### config.mk
export PLATFORM = sky130hd
export DESIGN_NAME = hsv_to_rgb_color_flat
export DESIGN_NICKNAME = d
export VERILOG_FILES = /design/src/h2rgb_pkg.sv /design/src/h2rgb_if.sv /design/src/h2rgb_front.sv /design/src/h2rgb_fifo.sv /design/src/h2rgb_back.sv /design/src/hsv_to_rgb_color.sv /design/src/flat_wrapper.sv
export SDC_FILE = /design/constraint.sdc
export NUM_CORES = 2
export LEC_CHECK = 0
export BUFFER_PORTS_ARGS = -buffer_cell sky130_fd_sc_hd__buf_2
export CAP_MARGIN = 15
export CORE_MARGIN = 10
export CORE_UTILIZATION = 53
export CTS_CLUSTER_DIAMETER = 120
export CTS_CLUSTER_SIZE = 30
export DETAILED_ROUTE_END_ITERATION = 12
export HOLD_SLACK_MARGIN = 0.12
export PLACE_DENSITY = 0.67
export SLEW_MARGIN = 5
export SYNTH_ARGS = -nofsm -noshare
export SYNTH_HDL_FRONTEND = slang
export SYNTH_SLANG_ARGS = --single-unit
export TNS_END_PERCENT = 1
### constraint.sdc
create_clock -name clk_i -period 8.7 [get_ports clk_i]
set_input_delay 1.74 -clock clk_i [delete_from_list [all_inputs] [get_ports clk_i]]
set_output_delay 1.74 -clock clk_i [all_outputs]
set_load 0.01 [all_outputs]
### src/h2rgb_pkg.sv
// ----------------------------------------------------------------------------
// h2rgb_pkg
// shared types and constants of the hsv to rgb converter
// ----------------------------------------------------------------------------
package h2rgb_pkg;

  localparam int unsigned H2RGB_QUEUE_DEPTH = 2;

  localparam int unsigned DEG_FULL   = 360;
  localparam int unsigned DEG_SECTOR = 60;
  localparam int unsigned PCT_MAX    = 100;

  // 92 * 360, keeps the biased hue positive
  localparam logic [16:0] HUE_BIAS = 17'd33120;

  // floor(u / 360) = (u * 93207) >> 25 for u < 2^17
  localparam logic [16:0] DEG_FULL_RECIP = 17'd93207;
  localparam int unsigned DEG_FULL_SHIFT = 25;

  // floor(h / 60) = (h * 1093) >> 16 for h < 360
  localparam logic [19:0] DEG_SECTOR_RECIP = 20'd1093;
  localparam int unsigned DEG_SECTOR_SHIFT = 16;

  // 1.0 = 600000 units, value * 6000 is v in units
  localparam logic [19:0] VAL_UNIT = 20'd6000;

  // floor(units * 255 / 600000) = (units * 14602889) >> 35
  localparam logic [23:0] CHAN_RECIP = 24'd14602889;
  localparam int unsigned CHAN_SHIFT = 35;

  typedef enum logic [2:0] {
    SEC_R_TO_Y = 3'd0,
    SEC_Y_TO_G = 3'd1,
    SEC_G_TO_C = 3'd2,
    SEC_C_TO_B = 3'd3,
    SEC_B_TO_M = 3'd4,
    SEC_M_TO_R = 3'd5
  } hue_sector_e;

  typedef struct packed {
    logic [8:0] hue_deg;
    logic [6:0] sat;
    logic [6:0] val;
  } h2rgb_item_t;

endpackage

### src/h2rgb_if.sv
// ----------------------------------------------------------------------------
// h2rgb_if
// request channels of the converter: hsv in, rgb out
// ----------------------------------------------------------------------------
interface hsv_if;
  logic               valid;
  logic               ready;
  logic signed [15:0] hue;
  logic signed [7:0]  saturation;
  logic signed [7:0]  brightness_value;

  modport source (output valid, hue, saturation, brightness_value, input ready);
  modport sink   (input valid, hue, saturation, brightness_value, output ready);
endinterface

interface rgb_if;
  logic        valid;
  logic        ready;
  logic [7:0]  red;
  logic [7:0]  green;
  logic [7:0]  blue;
  logic [23:0] packed_rgb;

  modport source (output valid, red, green, blue, packed_rgb, input ready);
  modport sink   (input valid, red, green, blue, packed_rgb, output ready);
endinterface

### src/h2rgb_front.sv
// ----------------------------------------------------------------------------
// h2rgb_front
// accepts requests, reduces hue modulo 360 and clamps the percentages
// ----------------------------------------------------------------------------
module h2rgb_front (
  input  logic                   clk_i,
  input  logic                   rst_ni,
  hsv_if.sink                    hsv_i,
  output logic                   valid_o,
  input  logic                   ready_i,
  output h2rgb_pkg::h2rgb_item_t item_o
);
  import h2rgb_pkg::*;

  logic        s1_ready, s2_ready;
  logic        s1_valid_q, s2_valid_q;
  logic [16:0] s1_biased_d, s1_biased_q;
  logic [33:0] s1_quot_prod;
  logic [7:0]  s1_quot_d, s1_quot_q;
  logic [6:0]  s1_sat_d, s1_sat_q, s1_val_d, s1_val_q;
  logic [16:0] s2_hue_full;
  h2rgb_item_t s2_item_d, s2_item_q;

  function automatic logic [6:0] clamp_pct(logic signed [7:0] p);
    logic [6:0] res;
    if (p[7]) begin
      res = 7'd0;
    end else if (p > 8'sd100) begin
      res = 7'(PCT_MAX);
    end else begin
      res = p[6:0];
    end
    return res;
  endfunction

  assign s2_ready    = !s2_valid_q || ready_i;
  assign s1_ready    = !s1_valid_q || s2_ready;
  assign hsv_i.ready = s1_ready;

  // biased hue and quotient by 360
  always_comb begin
    s1_biased_d  = {hsv_i.hue[15], hsv_i.hue} + HUE_BIAS;
    s1_quot_prod = 34'(s1_biased_d) * 34'(DEG_FULL_RECIP);
    s1_quot_d    = s1_quot_prod[DEG_FULL_SHIFT +: 8];
    s1_sat_d     = clamp_pct(hsv_i.saturation);
    s1_val_d     = clamp_pct(hsv_i.brightness_value);
  end

  // remainder by 360
  always_comb begin
    s2_hue_full       = s1_biased_q - (17'(s1_quot_q) * 17'(DEG_FULL));
    s2_item_d.hue_deg = s2_hue_full[8:0];
    s2_item_d.sat     = s1_sat_q;
    s2_item_d.val     = s1_val_q;
  end

  always_ff @(posedge clk_i or negedge rst_ni) begin
    if (!rst_ni) begin
      s1_valid_q <= 1'b0;
      s2_valid_q <= 1'b0;
    end else begin
      if (s1_ready) begin
        s1_valid_q <= hsv_i.valid;
      end
      if (s2_ready) begin
        s2_valid_q <= s1_valid_q;
      end
    end
  end

  always_ff @(posedge clk_i) begin
    if (hsv_i.valid && s1_ready) begin
      s1_biased_q <= s1_biased_d;
      s1_quot_q   <= s1_quot_d;
      s1_sat_q    <= s1_sat_d;
      s1_val_q    <= s1_val_d;
    end
    if (s1_valid_q && s2_ready) begin
      s2_item_q <= s2_item_d;
    end
  end

  assign valid_o = s2_valid_q;
  assign item_o  = s2_item_q;

`ifndef ASSERT_OFF
  a_hue_reduced: assert property (@(posedge clk_i) disable iff (!rst_ni)
    s2_valid_q |-> (s2_item_q.hue_deg < 9'(DEG_FULL)))
    else $error("hue not reduced below 360");
`endif

endmodule

### src/h2rgb_fifo.sv
// ----------------------------------------------------------------------------
// h2rgb_fifo
// short queue between the front and the back
// ----------------------------------------------------------------------------
module h2rgb_fifo #(
  parameter int unsigned Depth = h2rgb_pkg::H2RGB_QUEUE_DEPTH
) (
  input  logic                   clk_i,
  input  logic                   rst_ni,
  input  logic                   valid_i,
  output logic                   ready_o,
  input  h2rgb_pkg::h2rgb_item_t item_i,
  output logic                   valid_o,
  input  logic                   ready_i,
  output h2rgb_pkg::h2rgb_item_t item_o
);
  import h2rgb_pkg::*;

  localparam int unsigned PtrW = (Depth > 1) ? $clog2(Depth) : 1;
  localparam int unsigned CntW = $clog2(Depth + 1);

  h2rgb_item_t         entries_q [Depth];
  logic [PtrW-1:0]     wr_ptr_q, rd_ptr_q;
  logic [CntW-1:0]     count_q;
  logic                push, pop;

  assign ready_o = (count_q != CntW'(Depth));
  assign valid_o = (count_q != '0);
  assign push    = valid_i && ready_o;
  assign pop     = valid_o && ready_i;
  assign item_o  = entries_q[rd_ptr_q];

  always_ff @(posedge clk_i or negedge rst_ni) begin
    if (!rst_ni) begin
      wr_ptr_q <= '0;
      rd_ptr_q <= '0;
      count_q  <= '0;
    end else begin
      if (push) begin
        wr_ptr_q <= (wr_ptr_q == PtrW'(Depth - 1)) ? '0 : wr_ptr_q + 1'b1;
      end
      if (pop) begin
        rd_ptr_q <= (rd_ptr_q == PtrW'(Depth - 1)) ? '0 : rd_ptr_q + 1'b1;
      end
      if (push && !pop) begin
        count_q <= count_q + 1'b1;
      end else if (pop && !push) begin
        count_q <= count_q - 1'b1;
      end
    end
  end

  always_ff @(posedge clk_i) begin
    if (push) begin
      entries_q[wr_ptr_q] <= item_i;
    end
  end

`ifndef ASSERT_OFF
  a_count_bound: assert property (@(posedge clk_i) disable iff (!rst_ni)
    count_q <= CntW'(Depth))
    else $error("queue count beyond depth");
  a_count_up: assert property (@(posedge clk_i) disable iff (!rst_ni)
    (push && !pop) |=> (count_q == $past(count_q) + 1'b1))
    else $error("queue count missed a push");
  a_count_down: assert property (@(posedge clk_i) disable iff (!rst_ni)
    (pop && !push) |=> (count_q == $past(count_q) - 1'b1))
    else $error("queue count missed a pop");
`endif

endmodule

### src/h2rgb_back.sv
// ----------------------------------------------------------------------------
// h2rgb_back
// sector split, chroma and offset terms, scaling to 8-bit channels
// ----------------------------------------------------------------------------
module h2rgb_back (
  input  logic                   clk_i,
  input  logic                   rst_ni,
  input  logic                   valid_i,
  output logic                   ready_o,
  input  h2rgb_pkg::h2rgb_item_t item_i,
  rgb_if.source                  rgb_o
);
  import h2rgb_pkg::*;

  logic        b1_ready, b2_ready, out_ready;
  logic        b1_valid_q, b2_valid_q, out_valid_q;

  logic [19:0] sect_prod;
  logic [2:0]  sector_d;
  logic [8:0]  rem_full;
  logic [5:0]  rem;
  logic [5:0]  frac_d;
  logic [13:0] vs_d;

  logic [2:0]  b1_sector_q;
  logic [5:0]  b1_frac_q;
  logic [13:0] b1_vs_q;
  logic [6:0]  b1_val_q;

  logic [19:0] chroma, second, offset;
  logic [19:0] units_r_d, units_g_d, units_b_d;
  logic [19:0] units_r_q, units_g_q, units_b_q;

  logic [43:0] prod_r, prod_g, prod_b;
  logic [7:0]  red_q, green_q, blue_q;

  assign out_ready = !out_valid_q || rgb_o.ready;
  assign b2_ready  = !b2_valid_q || out_ready;
  assign b1_ready  = !b1_valid_q || b2_ready;
  assign ready_o   = b1_ready;

  // sector and position within it
  always_comb begin
    sect_prod = 20'(item_i.hue_deg) * DEG_SECTOR_RECIP;
    sector_d  = sect_prod[DEG_SECTOR_SHIFT +: 3];
    rem_full  = item_i.hue_deg - (9'(sector_d) * 9'(DEG_SECTOR));
    rem       = rem_full[5:0];
    frac_d    = sector_d[0] ? (6'(DEG_SECTOR) - rem) : rem;
    vs_d      = 14'(item_i.sat) * 14'(item_i.val);
  end

  // chroma, secondary and offset, then sector mapping
  always_comb begin
    chroma    = 20'(b1_vs_q) * 20'(DEG_SECTOR);
    second    = 20'(b1_vs_q) * 20'(b1_frac_q);
    offset    = (20'(b1_val_q) * VAL_UNIT) - chroma;
    units_r_d = offset;
    units_g_d = offset;
    units_b_d = offset;
    case (hue_sector_e'(b1_sector_q))
      SEC_R_TO_Y: begin
        units_r_d = chroma + offset;
        units_g_d = second + offset;
      end
      SEC_Y_TO_G: begin
        units_r_d = second + offset;
        units_g_d = chroma + offset;
      end
      SEC_G_TO_C: begin
        units_g_d = chroma + offset;
        units_b_d = second + offset;
      end
      SEC_C_TO_B: begin
        units_g_d = second + offset;
        units_b_d = chroma + offset;
      end
      SEC_B_TO_M: begin
        units_r_d = second + offset;
        units_b_d = chroma + offset;
      end
      default: begin
        units_r_d = chroma + offset;
        units_b_d = second + offset;
      end
    endcase
  end

  // units to 0..255
  assign prod_r = 44'(units_r_q) * 44'(CHAN_RECIP);
  assign prod_g = 44'(units_g_q) * 44'(CHAN_RECIP);
  assign prod_b = 44'(units_b_q) * 44'(CHAN_RECIP);

  always_ff @(posedge clk_i or negedge rst_ni) begin
    if (!rst_ni) begin
      b1_valid_q  <= 1'b0;
      b2_valid_q  <= 1'b0;
      out_valid_q <= 1'b0;
    end else begin
      if (b1_ready) begin
        b1_valid_q <= valid_i;
      end
      if (b2_ready) begin
        b2_valid_q <= b1_valid_q;
      end
      if (out_ready) begin
        out_valid_q <= b2_valid_q;
      end
    end
  end

  always_ff @(posedge clk_i) begin
    if (valid_i && b1_ready) begin
      b1_sector_q <= sector_d;
      b1_frac_q   <= frac_d;
      b1_vs_q     <= vs_d;
      b1_val_q    <= item_i.val;
    end
    if (b1_valid_q && b2_ready) begin
      units_r_q <= units_r_d;
      units_g_q <= units_g_d;
      units_b_q <= units_b_d;
    end
    if (b2_valid_q && out_ready) begin
      red_q   <= prod_r[CHAN_SHIFT +: 8];
      green_q <= prod_g[CHAN_SHIFT +: 8];
      blue_q  <= prod_b[CHAN_SHIFT +: 8];
    end
  end

  assign rgb_o.valid      = out_valid_q;
  assign rgb_o.red        = red_q;
  assign rgb_o.green      = green_q;
  assign rgb_o.blue       = blue_q;
  assign rgb_o.packed_rgb = {red_q, green_q, blue_q};

`ifndef ASSERT_OFF
  a_sector_range: assert property (@(posedge clk_i) disable iff (!rst_ni)
    b1_valid_q |-> (b1_sector_q <= 3'(SEC_M_TO_R)))
    else $error("hue sector out of range");
`endif

endmodule

### src/hsv_to_rgb_color.sv
// path: a request is registered in front s1 and s2, the queue, then back b1, b2 and the output
// throughput: one request per clock while rgb_o.ready does not stall; the channel multipliers of the back
// stages and the front hue reduction all run in every cycle
// reset: asynchronous, clears only the valid flags, the queue count and the queue pointers
// ----------------------------------------------------------------------------
// hsv_to_rgb_color
// hsv in degrees and percent to 8-bit rgb and packed 0xRRGGBB word
// ----------------------------------------------------------------------------
module hsv_to_rgb_color #(
  parameter int unsigned QueueDepth = h2rgb_pkg::H2RGB_QUEUE_DEPTH
) (
  input  logic  clk_i,
  input  logic  rst_ni,
  hsv_if.sink   hsv_i,
  rgb_if.source rgb_o
);
  import h2rgb_pkg::*;

  logic        front_valid, front_ready;
  logic        back_valid, back_ready;
  h2rgb_item_t front_item, back_item;

  h2rgb_front u_front (
    .clk_i   (clk_i),
    .rst_ni  (rst_ni),
    .hsv_i   (hsv_i),
    .valid_o (front_valid),
    .ready_i (front_ready),
    .item_o  (front_item)
  );

  h2rgb_fifo #(
    .Depth (QueueDepth)
  ) u_fifo (
    .clk_i   (clk_i),
    .rst_ni  (rst_ni),
    .valid_i (front_valid),
    .ready_o (front_ready),
    .item_i  (front_item),
    .valid_o (back_valid),
    .ready_i (back_ready),
    .item_o  (back_item)
  );

  h2rgb_back u_back (
    .clk_i   (clk_i),
    .rst_ni  (rst_ni),
    .valid_i (back_valid),
    .ready_o (back_ready),
    .item_i  (back_item),
    .rgb_o   (rgb_o)
  );

endmodule
### src/flat_wrapper.sv
// flat-port wrapper written by rule: the top's interface ports become plain ports
module hsv_to_rgb_color_flat import h2rgb_pkg::*;
#(
  parameter int unsigned QueueDepth = h2rgb_pkg::H2RGB_QUEUE_DEPTH
)
  (clk_i, rst_ni, hsv_i_valid, hsv_i_hue, hsv_i_saturation, hsv_i_brightness_value, hsv_i_ready, rgb_o_valid, rgb_o_red, rgb_o_green, rgb_o_blue, rgb_o_packed_rgb, rgb_o_ready);
  hsv_if hsv_i_i ();
  rgb_if rgb_o_i ();
  input  logic clk_i;
  input  logic rst_ni;
  input wire logic [$bits(hsv_i_i.valid)-1:0] hsv_i_valid;
  input wire logic [$bits(hsv_i_i.hue)-1:0] hsv_i_hue;
  input wire logic [$bits(hsv_i_i.saturation)-1:0] hsv_i_saturation;
  input wire logic [$bits(hsv_i_i.brightness_value)-1:0] hsv_i_brightness_value;
  output wire logic [$bits(hsv_i_i.ready)-1:0] hsv_i_ready;
  output wire logic [$bits(rgb_o_i.valid)-1:0] rgb_o_valid;
  output wire logic [$bits(rgb_o_i.red)-1:0] rgb_o_red;
  output wire logic [$bits(rgb_o_i.green)-1:0] rgb_o_green;
  output wire logic [$bits(rgb_o_i.blue)-1:0] rgb_o_blue;
  output wire logic [$bits(rgb_o_i.packed_rgb)-1:0] rgb_o_packed_rgb;
  input wire logic [$bits(rgb_o_i.ready)-1:0] rgb_o_ready;
  assign hsv_i_i.valid = hsv_i_valid;
  assign hsv_i_i.hue = hsv_i_hue;
  assign hsv_i_i.saturation = hsv_i_saturation;
  assign hsv_i_i.brightness_value = hsv_i_brightness_value;
  assign hsv_i_ready = hsv_i_i.ready;
  assign rgb_o_valid = rgb_o_i.valid;
  assign rgb_o_red = rgb_o_i.red;
  assign rgb_o_green = rgb_o_i.green;
  assign rgb_o_blue = rgb_o_i.blue;
  assign rgb_o_packed_rgb = rgb_o_i.packed_rgb;
  assign rgb_o_i.ready = rgb_o_ready;
  hsv_to_rgb_color #(.QueueDepth(QueueDepth)) u_core (.clk_i(clk_i), .rst_ni(rst_ni), .hsv_i(hsv_i_i), .rgb_o(rgb_o_i));
endmodule
==> qor.txt <==
CTS tree = yes
Largest net degree at the start of global routing = 61
Final setup fails = 0
Post-CTS setup buffers = 0
Core area = 0.0834 mm²
Die Y = 310 µm
Clock slew at reported path FFs = 0.11 ns
Share of cells above drive strength 1 = 3.86%
Die Area = 0.0960 mm²
Critical Path End Type = flop
First drt pass iteration count = 5
Clock Tree Root = clkbuf_16
Worst-path fanout max = 8
Synthesized Nets = 5939
Status = complete, no violations
Utilization after layout = 56.0%
Least-Margin Pin Slew = 0.975 ns
Worst Setup Start Kind = flop
Synth top area cells = fa_1 33%, ha_1 25%, edfxtp_1 14%
DR top layer = met4
Most used cell along the critical path = fa_1
Number of synthesized flops with an enable pin = 212
Diode count = 0
Cell area after synthesis = 0.0445 mm²
Vias after detailed routing = 28500
Synth unique cells = 84
Area Overhead vs Synth = 4.81%
Area leader, netlist = fa_1
Seq cells post-synth = 221
CTS sink cnt = 221
Final HPWL DP = 82.5 mm
RSZ-0062 raised after global routing = no
Post-synth top area share = 33.1%
Die extent in x = 310 µm
Asr flop ratio synth = 4.07%
Total negative slack = 0 ns
Final period utilization = 90.0%
Post-DR vias/cell = 5.25
Slowest cell on the critical path = fa_1
Max-Cap Viols = 0
PortBufs = 85
Hold crit path type = reg -> reg
Finished Layout Cells = 5433
Maximum clock insertion buffer count = 3
Placed Area = 0.0462 mm²
Vias in the first global route = 31200
Drt wl/cell = 17.4 µm
Cell Rows = 106
Detail Route met3 WL = 4.41 mm
# H-tree levels = 1
Routed wl met2 = 45.2 mm
Commonest non-fill, non-tap cell in the layout = inv_1
Crit path time final = 7.83 ns
Dpl cells = 5408
Worst r2r path cells = 31
Crit path largest cell delay = 0.52 ns
Nets = 6003
Resize count post-CTS = 0
Final Slew Violations = 0
Clock Skews = 0.0410 ns
Main synth FF type = edfxtp_1
1st-iter DRT viols = 1519
Register area share after synthesis = 14.8%
F_max = 0.128 GHz
Most frequent cells in the layout = 1199 x inv_1, 885 x ha_1, 737 x fa_1
Crit path arrival time = 8.13 ns
Met1 WL = 42.6 mm
GR Overflow Total = 0
Initial antenna violation count = 1
Antenna-violating nets left = 0
Crit path kind = reg -> reg
I/O pins = 86
CTS Hold Bufs = 0
Final non-filler cell area = 0.0467 mm²
CTS Buf Count = 14
Routed WL = 94.4 mm
Syn Area/Cell = 10.4 µm²
First-pass GRT wire length = 159 mm
Cells after Synth = 4281
Syn. warnings = 0
RD Place Congestion = 0.901
Global-route usage over all layers = 20.6%
Hold path depth = 0
# fillers = 7291
Endpoints failing hold = 0
Clk_lat worst skew = 0.56 ns
DRC = 0
Req. time, crit path = 9.00 ns
Initial core utilization = 53.4%
Slew HR = 34.5%
## worst max-delay path: cells and delay by family, from the launching register on
| family | cells | cell delay (ns) |
|---|---|---|
| buffers and inverters | 4 | 0.28 |
| adder cells (fa/ha/maj) | 8 | 3.37 |
| AND/OR/NAND/NOR | 4 | 0.49 |
| XOR/XNOR | 3 | 0.55 |
| flip-flops | 1 | 0.48 |
| AO/OA/AOI/OAI | 12 | 2.43 |
## final timing paths
check | startpoint | to | slack (ns)
max in group asynchronous | rst_ni | u_core.u_back.b1_valid_q$_DFFE_PN0N_ | 7.44
min in group asynchronous | rst_ni | u_core.u_fifo.rd_ptr_q$_DFFE_PN0P_ | 1.05
setup reg to reg | u_core.u_back.b1_val_q[5]$_DFFE_PP_ | u_core.u_back.units_g_q[19]$_DFFE_PP_ | 0.87
hold reg to reg | u_core.u_front.s1_sat_q[3]$_SDFFCE_PP0P_ | u_core.u_front.item_o[10]$_DFFE_PP_ | 0.43
hold / removal | u_core.u_front.s1_sat_q[3]$_SDFFCE_PP0P_ | u_core.u_front.item_o[10]$_DFFE_PP_ | 0.43
setup / recovery | u_core.u_back.b1_val_q[5]$_DFFE_PP_ | u_core.u_back.units_g_q[19]$_DFFE_PP_ | 0.87
## area by class of cell
cell class / count / area, µm² / area share (%)
Timing Repair Buffer: 102 / 561 / 1.20
Sequential cell: 221 / 6590 / 14.1
Inverter: 1202 / 4510 / 9.66
Multi-Input combinational cell: 2804 / 33200 / 71.0
Tap cell: 1080 / 1350 / 2.89
Clock inverter: 7 / 135 / 0.289
Clock buffer: 17 / 383 / 0.820
## metrics by stage
stage,hold WS [ns],worst slack [ns]
final,0.431,0.869
after global routing,0.439,0.352
after CTS,0.429,0.914
after detailed placement,0.405,0.627
after global placement,0.401,0.737
after floorplan,0.400,1.44
## metal layers
layer | up-vias | global-route usage, %
met5 | - | 0
met4 | 0 | 4.08
met3 | 111 | 2.51
met1 | 14200 | 27.9
met2 | 580 | 35.6
li1 | 13700 | -
## Yosys cell counts, types with 6 or more instances
library cell and n:
a211oi_1 27, a21oi_2 6, and3_1 9, o21ai_1 16, buf_4 24, nor3_1 26, nand2_1 186, clkbuf_1 28
mux2_2 11, a31oi_1 11, o22ai_1 16, nand2b_1 26, o21a_1 24, nor2_1 147, o221ai_1 13, inv_1 1199
nand4_1 10, fa_1 737, a22oi_1 9, edfxtp_1 212, a21o_1 67, a21oi_1 116, a311oi_1 6, mux2i_1 17
o211ai_1 6, xor2_1 58, dfrtp_1 9, and2_1 36, ha_1 885, a221oi_1 8, nor2b_1 24, nand3_1 29
o21bai_1 17, o21ai_0 68, xnor2_1 111, or3_1 7
## state kept, by name (all words and copies together) (netlist names), 7 cells and up
signal,flops
u_core.u_back.units_g_q,20
u_core.u_back.rgb_o.red,8
u_core.u_back.rgb_o.green,8
u_core.u_front.item_o,23
u_core.u_front.s1_val_q,7
u_core.u_fifo.entries_q,46
u_core.u_front.s1_sat_q,7
u_core.u_front.s1_biased_q,9
u_core.u_back.b1_vs_q,14
u_core.u_back.units_b_q,20
u_core.u_back.rgb_o.blue,8
u_core.u_back.units_r_q,20
u_core.u_back.b1_val_q,7
## cells by family after synthesis
group	share of synthesized area (%)
adders and majority gates	58.0
buffers and inverters	10.8
and+or+nand+nor	5.40
AOI/OAI and AO/OA	6.93
DFF	14.8
xor gates and xnor gates	3.45
muxes	0.660
Power is not shown: default switching activity piles up to over one toggle a cycle in this logic, so the estimate is an artifact.
